`src/rtl/cmfs_pkg.sv`:
```
// ----------------------------------------------------------------------------
// cmfs_pkg: shared definitions for the cube map face select unit
// Field widths, derived datapath widths and the face codes.
// ----------------------------------------------------------------------------
package cmfs_pkg;

	localparam int DIR_BITS   = 16;
	localparam int COORD_BITS = 16;

	// Signed working width: holds the negated most negative component and sums.
	localparam int WORK_BITS  = DIR_BITS + 2;

	typedef enum logic [2:0] {
		FACE_POS_X = 3'd0,
		FACE_NEG_X = 3'd1,
		FACE_POS_Y = 3'd2,
		FACE_NEG_Y = 3'd3,
		FACE_POS_Z = 3'd4,
		FACE_NEG_Z = 3'd5
	} face_t;

endpackage

```
`src/rtl/cube_map_face_select_unit.sv`:
```
// ----------------------------------------------------------------------------
// cube_map_face_select_unit: cube map face and face coordinate selection
// Picks the face of a direction vector and the two coordinates on that face.
// ----------------------------------------------------------------------------
// The unit takes one direction beat per cycle unless a stall reaches the input,
// and returns one result beat per direction, in order, after the selection
// stage and the divider stages. The first stage selects the major axis, its
// sign and the two minor components; each following stage of the radix-2 long
// divider produces one quotient bit of both coordinates, so the divider depth
// sets the latency. A stall backs up only the full stages, and empty stages
// keep filling.
module cube_map_face_select_unit (
	input  logic                                   clk,
	input  logic                                   arst_n,
	input  logic                                   dir_valid,
	output logic                                   dir_ready,
	input  logic signed [cmfs_pkg::DIR_BITS-1:0]   dir_x,
	input  logic signed [cmfs_pkg::DIR_BITS-1:0]   dir_y,
	input  logic signed [cmfs_pkg::DIR_BITS-1:0]   dir_z,
	output logic                                   res_valid,
	input  logic                                   res_ready,
	output logic [2:0]                             face,
	output logic [cmfs_pkg::COORD_BITS-1:0]        coord_u,
	output logic [cmfs_pkg::COORD_BITS-1:0]        coord_v,
	output logic                                   hit
);

	localparam int SW = cmfs_pkg::WORK_BITS;
	localparam int CB = cmfs_pkg::COORD_BITS;
	localparam int DB = cmfs_pkg::DIR_BITS;

	logic signed [SW-1:0] ex, ey, ez;
	logic signed [SW-1:0] ax, ay, az;
	logic signed [SW-1:0] major, minor_u, minor_v;
	logic signed [SW-1:0] num_u, num_v;
	logic                 sel_hit;
	cmfs_pkg::face_t      sel_face;

	logic                 valid_s [0:CB];
	logic                 rdy     [0:CB+1];
	logic [SW-1:0]        rem_u_s [0:CB];
	logic [SW-1:0]        rem_v_s [0:CB];
	logic [SW-1:0]        den_s   [0:CB];
	logic [CB-1:0]        quo_u_s [0:CB];
	logic [CB-1:0]        quo_v_s [0:CB];
	cmfs_pkg::face_t      face_s  [0:CB];
	logic                 hit_s   [0:CB];

	always_comb begin
		ex = SW'(dir_x);
		ey = SW'(dir_y);
		ez = SW'(dir_z);
		ax = (ex < 0) ? -ex : ex;
		ay = (ey < 0) ? -ey : ey;
		az = (ez < 0) ? -ez : ez;
		sel_hit  = 1'b1;
		sel_face = cmfs_pkg::FACE_POS_X;
		major    = ax;
		minor_u  = '0;
		minor_v  = '0;
		if (ax > ay && ax > az) begin
			major    = ax;
			sel_face = (ex > 0) ? cmfs_pkg::FACE_POS_X : cmfs_pkg::FACE_NEG_X;
			minor_u  = (ex > 0) ? -ez : ez;
			minor_v  = ey;
		end else if (ay > ax && ay > az) begin
			major    = ay;
			sel_face = (ey > 0) ? cmfs_pkg::FACE_POS_Y : cmfs_pkg::FACE_NEG_Y;
			minor_u  = ex;
			minor_v  = (ey > 0) ? -ez : ez;
		end else if (az > ax && az > ay) begin
			major    = az;
			sel_face = (ez > 0) ? cmfs_pkg::FACE_POS_Z : cmfs_pkg::FACE_NEG_Z;
			minor_u  = (ez > 0) ? ex : -ex;
			minor_v  = ey;
		end else begin
			sel_hit  = 1'b0;
		end
		num_u = sel_hit ? (minor_u + major) : '0;
		num_v = sel_hit ? (minor_v + major) : '0;
	end

	assign rdy[CB+1] = res_ready;

	for (genvar k = 0; k <= CB; k++) begin : g_rdy
		assign rdy[k] = !valid_s[k] || rdy[k+1];
	end

	assign dir_ready = rdy[0];

	always_ff @(posedge clk or negedge arst_n) begin
		if (!arst_n) begin
			valid_s[0] <= 1'b0;
		end else if (rdy[0]) begin
			valid_s[0] <= dir_valid;
		end
	end

	always_ff @(posedge clk) begin
		if (rdy[0]) begin
			rem_u_s[0] <= num_u;
			rem_v_s[0] <= num_v;
			den_s[0]   <= sel_hit ? {major[SW-2:0], 1'b0} : SW'(1);
			quo_u_s[0] <= '0;
			quo_v_s[0] <= '0;
			face_s[0]  <= sel_hit ? sel_face : cmfs_pkg::FACE_POS_X;
			hit_s[0]   <= sel_hit;
		end
	end

	for (genvar k = 1; k <= CB; k++) begin : g_div
		logic [SW-1:0] two_u, two_v;
		logic          bit_u, bit_v;

		always_comb begin
			two_u = {rem_u_s[k-1][SW-2:0], 1'b0};
			two_v = {rem_v_s[k-1][SW-2:0], 1'b0};
			bit_u = (two_u >= den_s[k-1]);
			bit_v = (two_v >= den_s[k-1]);
		end

		always_ff @(posedge clk or negedge arst_n) begin
			if (!arst_n) begin
				valid_s[k] <= 1'b0;
			end else if (rdy[k]) begin
				valid_s[k] <= valid_s[k-1];
			end
		end

		always_ff @(posedge clk) begin
			if (rdy[k]) begin
				rem_u_s[k] <= bit_u ? (two_u - den_s[k-1]) : two_u;
				rem_v_s[k] <= bit_v ? (two_v - den_s[k-1]) : two_v;
				den_s[k]   <= den_s[k-1];
				quo_u_s[k] <= {quo_u_s[k-1][CB-2:0], bit_u};
				quo_v_s[k] <= {quo_v_s[k-1][CB-2:0], bit_v};
				face_s[k]  <= face_s[k-1];
				hit_s[k]   <= hit_s[k-1];
			end
		end
	end

	assign res_valid = valid_s[CB];
	assign face      = face_s[CB];
	assign coord_u   = quo_u_s[CB];
	assign coord_v   = quo_v_s[CB];
	assign hit       = hit_s[CB];

	a_miss_zero: assert property (@(posedge clk) disable iff (!arst_n)
		(res_valid && !hit) |->
			(face == cmfs_pkg::FACE_POS_X && coord_u == '0 && coord_v == '0))
		else $error("miss beat carries nonzero fields");

	a_drain: assert property (@(posedge clk) disable iff (!arst_n)
		res_ready |-> dir_ready)
		else $error("pipeline refuses a beat while the output drains");

	a_rem_bound: assert property (@(posedge clk) disable iff (!arst_n)
		valid_s[0] |-> (rem_u_s[0] < den_s[0] && rem_v_s[0] < den_s[0]))
		else $error("numerator not below divisor at divider entry");

	a_face_range: assert property (@(posedge clk) disable iff (!arst_n)
		res_valid |-> (face <= cmfs_pkg::FACE_NEG_Z && den_s[CB] != '0 && DB >= 8))
		else $error("bad face code or zero divisor at output");

endmodule

```
`config.mk`:
```
export PLATFORM = sky130hd
export DESIGN_NAME = cube_map_face_select_unit
export DESIGN_NICKNAME = d
export VERILOG_FILES = /design/src/rtl/cmfs_pkg.sv /design/src/rtl/cube_map_face_select_unit.sv
export SDC_FILE = /design/constraint.sdc
export NUM_CORES = 2
export LEC_CHECK = 0
export CAP_MARGIN = 20
export CORE_MARGIN = 4
export CORE_UTILIZATION = 30
export CTS_CLUSTER_SIZE = 16
export DETAILED_ROUTE_END_ITERATION = 6
export DONT_BUFFER_PORTS = 1
export PLACE_DENSITY_LB_ADDON = 0.05
export SKIP_LAST_GASP = 1
export SYNTH_ARGS = -nofsm -noshare
export SYNTH_HDL_FRONTEND = slang
export SYNTH_SLANG_ARGS = --single-unit
```
`constraint.sdc`:
```
create_clock -name clk -period 22.1 [get_ports clk]
set_clock_uncertainty 0.15 [all_clocks]
set_input_delay 4.42 -clock clk [delete_from_list [all_inputs] [get_ports clk]]
set_output_delay 4.42 -clock clk [all_outputs]
set_load 0.01 [all_outputs]
```
==> summary.txt <==
Clock network
  – CTS Root Cell: clkbuf_16
  – Worst-path clk slew: 50 ps
  – Setup Buffers After CTS: 0
  – Resized Gates After CTS: 0
  – H-tree depth: 4
  – Max clock buf depth: 3
  – Clk_lat worst skew: 810 ps
  – Total CTS buffers: 146
  – Clock sinks: 1,189
  – CTS tree: built
  – Hold buffer count at CTS: 0

Layout
  – Cell area after layout: 0.07869 mm^2
  – Layout area overhead: 12.23%
  – Nets: 7,000
  – Final core utilization: 33.84%
  – Filler instances: 23,232
  – Layout cells sized above 1: 10.41%

Run status
  – Status: complete, no violations

Synthesis
  – Flops & latches, synth: 1,189
  – Main synth FF type: edfxtp_1
  – Syn Area/Cell: 11.35 um^2
  – Yosys warns: 0
  – Netlist Area Pre-Place: 0.07012 mm^2
  – Unique masters post-synth: 80
  – Post-synth EDFFs: 1,172
  – Asr flop ratio synth: 1.430%
  – Top cell type's share of synthesized area: 50.19%
  – Most frequent cell after synthesis: edfxtp_1
  – Syn Inst Count: 6,179
  – Seq/Total Area, Yosys: 50.80%
  – Synth top cells by count: edfxtp_1, ha_1, nor2_1
  – Top post-synthesis cells by area: edfxtp_1, ha_1, mux2_2
  – Synth area leader: edfxtp_1

Run
  – Max cap viols: 0

Setup path
  – Worst r2r src: den_s[0][234]
  – CP endpoint kind: flop
  – Max stage delay on crit path: 600 ps
  – Setup crit start kind: primary input
  – Type of the worst setup path: primary input to flop
  – CP max stage cell: nor4_4
  – Critical Path AT: 13,850 ps
  – Critical path origin: dir_z[0]
  – Crit path required time: 22,590 ps
  – Worst-path maximum fanout: 22

Global route
  – Overall routing resource usage: 15.82%
  – Number of global-route vias before repair: 45,150
  – First-pass GRT wire length: 290,800 um
  – Antenna violations before repair: 7
  – Total gr overflow: 0
  – Largest net degree at the start of global routing: 77

STA
  – Fin crit share: 60.48%
  – RSZ-0062 raised after global routing: no
  – Final Hold Vio Count: 0
  – Relative slew slack: 23.68%
  – Crit path time final: 13,370 ps
  – TNS Setup: 0 ps
  – Hold Slack: 246.9 ps
  – Final Setup Violations: 0
  – Final Slew Violations: 0
  – Fmax: 74.81 MHz
  – Worst-Margin Slew: 1136 ps

Detailed routing
  – Wirelength per Cell: 20.60 um
  – Routed WL: 194,100 um
  – Drc violations: 0
  – Antenna viol nets, final: 0
  – Vias: 45,557
  – Iter 0 DRT Violations: 3,059
  – Vias per Instance: 4.835
  – Drt first pass iters: 5

Placed design
  – # port buffers: 0
  – DP Wirelength: 154,000 um
  – Gpl congestion: 0.8354
  – Area post-placement: 0.07378 mm^2

Floorplan
  – Rows: 177
  – I/O pins: 90
  – Core area: 0.2325 mm^2
  – Die X: 491.5 um
  – Initial Util: 30.15%
  – Full die area: 0.2415 mm^2
  – Die height: 491.5 um

Hold path
  – Hold WC Path Type: flop to flop
  – Hold path startpoint: hit_s[0][10]
-- final timing paths --
kind	to	slack (ps)	cells after the start
max in group asynchronous	valid_s[16]	18540	0
min in group asynchronous	res_valid	3160	0
worst min register to register	hit_s[0][11]	250	0
worst max register to register	rem_u_s[0][258]	16870	13
worst min-delay path	hit_s[0][11]	250	0
worst max-delay path	rem_u_s[0][16]	8730	39
-- routing by layer --
metal / GRT usage [%] / share of wire (%) / wire [um] / vias up
met3: 2.469 / 3.9 / 7480 / 206
met2: 26.04 / 47 / 90800 / 768
met1: 21.88 / 47 / 92140 / 21821
li1: - / - / - / 22762
met5: 0 / 0 / 0 / -
met4: 3.646 / 1.9 / 3715 / 0
-- worst max-delay path: cells and delay by family --
kind,cells,cell delay [ps]
compound gates,13,3000
fa+ha+maj,5,1210
buf+inv,7,1130
mux,1,120
simple gates,13,3910
-- final cells by class --
cell class | instances | area [um^2] | area share (%)
Sequential cell | 1189 | 35620 | 45.26
Inverter | 549 | 2066 | 2.625
Multi-Input combinational cell | 4324 | 31960 | 40.61
Antenna cell | 2 | 5.005 | 0.006360
Timing Repair Buffer | 45 | 337.8 | 0.4293
Clock inverter | 88 | 1036 | 1.316
Tap cell | 3043 | 3807 | 4.838
Clock buffer | 183 | 3864 | 4.910
-- cells in the final DEF, fill, tap and decap left out, types with 65 or more instances in the layout --
master,count
ha_1,661
a21boi_0,134
o21a_1,65
mux2_2,318
xor2_1,171
xnor2_1,244
clkbuf_16,147
inv_1,539
nor2_1,568
edfxtp_1,1172
a21o_1,104
nor3_1,75
a21oi_1,324
nand2_1,424
nand4_1,90
nand3_1,94
nor2b_1,87
o21ai_0,333
-- sequential cells by signal, indices dropped and copies added, names as in the netlist --
signal     flops
rem_u_s      272
quo_v_s      136
res_valid      1
face_s        51
den_s        288
rem_v_s      272
valid_s       16
hit_s         17
quo_u_s      136
-- stage by stage --
step,cells,worst slack (ps)
floorplan,6185,6892
global placement,9149,8090
detailed placement,9149,8013
CTS,9420,8884
global route,9422,8054
finish,9423,8733
-- logic make-up after synthesis --
family / Yosys count / share of synthesized area (%)
and+or+nand+nor: 1588 / 10.44
AOI/OAI and AO/OA: 1273 / 11.53
DFF: 1189 / 50.80
adders and majority gates: 696 / 12.75
buffers and inverters: 672 / 3.801
xor gates and xnor gates: 416 / 5.207
muxes: 343 / 5.464
other: 2 / 0.01071
Power is left out: the tool's default activity adds up to more than one toggle a clock period on the data nets, which glitch-free logic cannot reach.
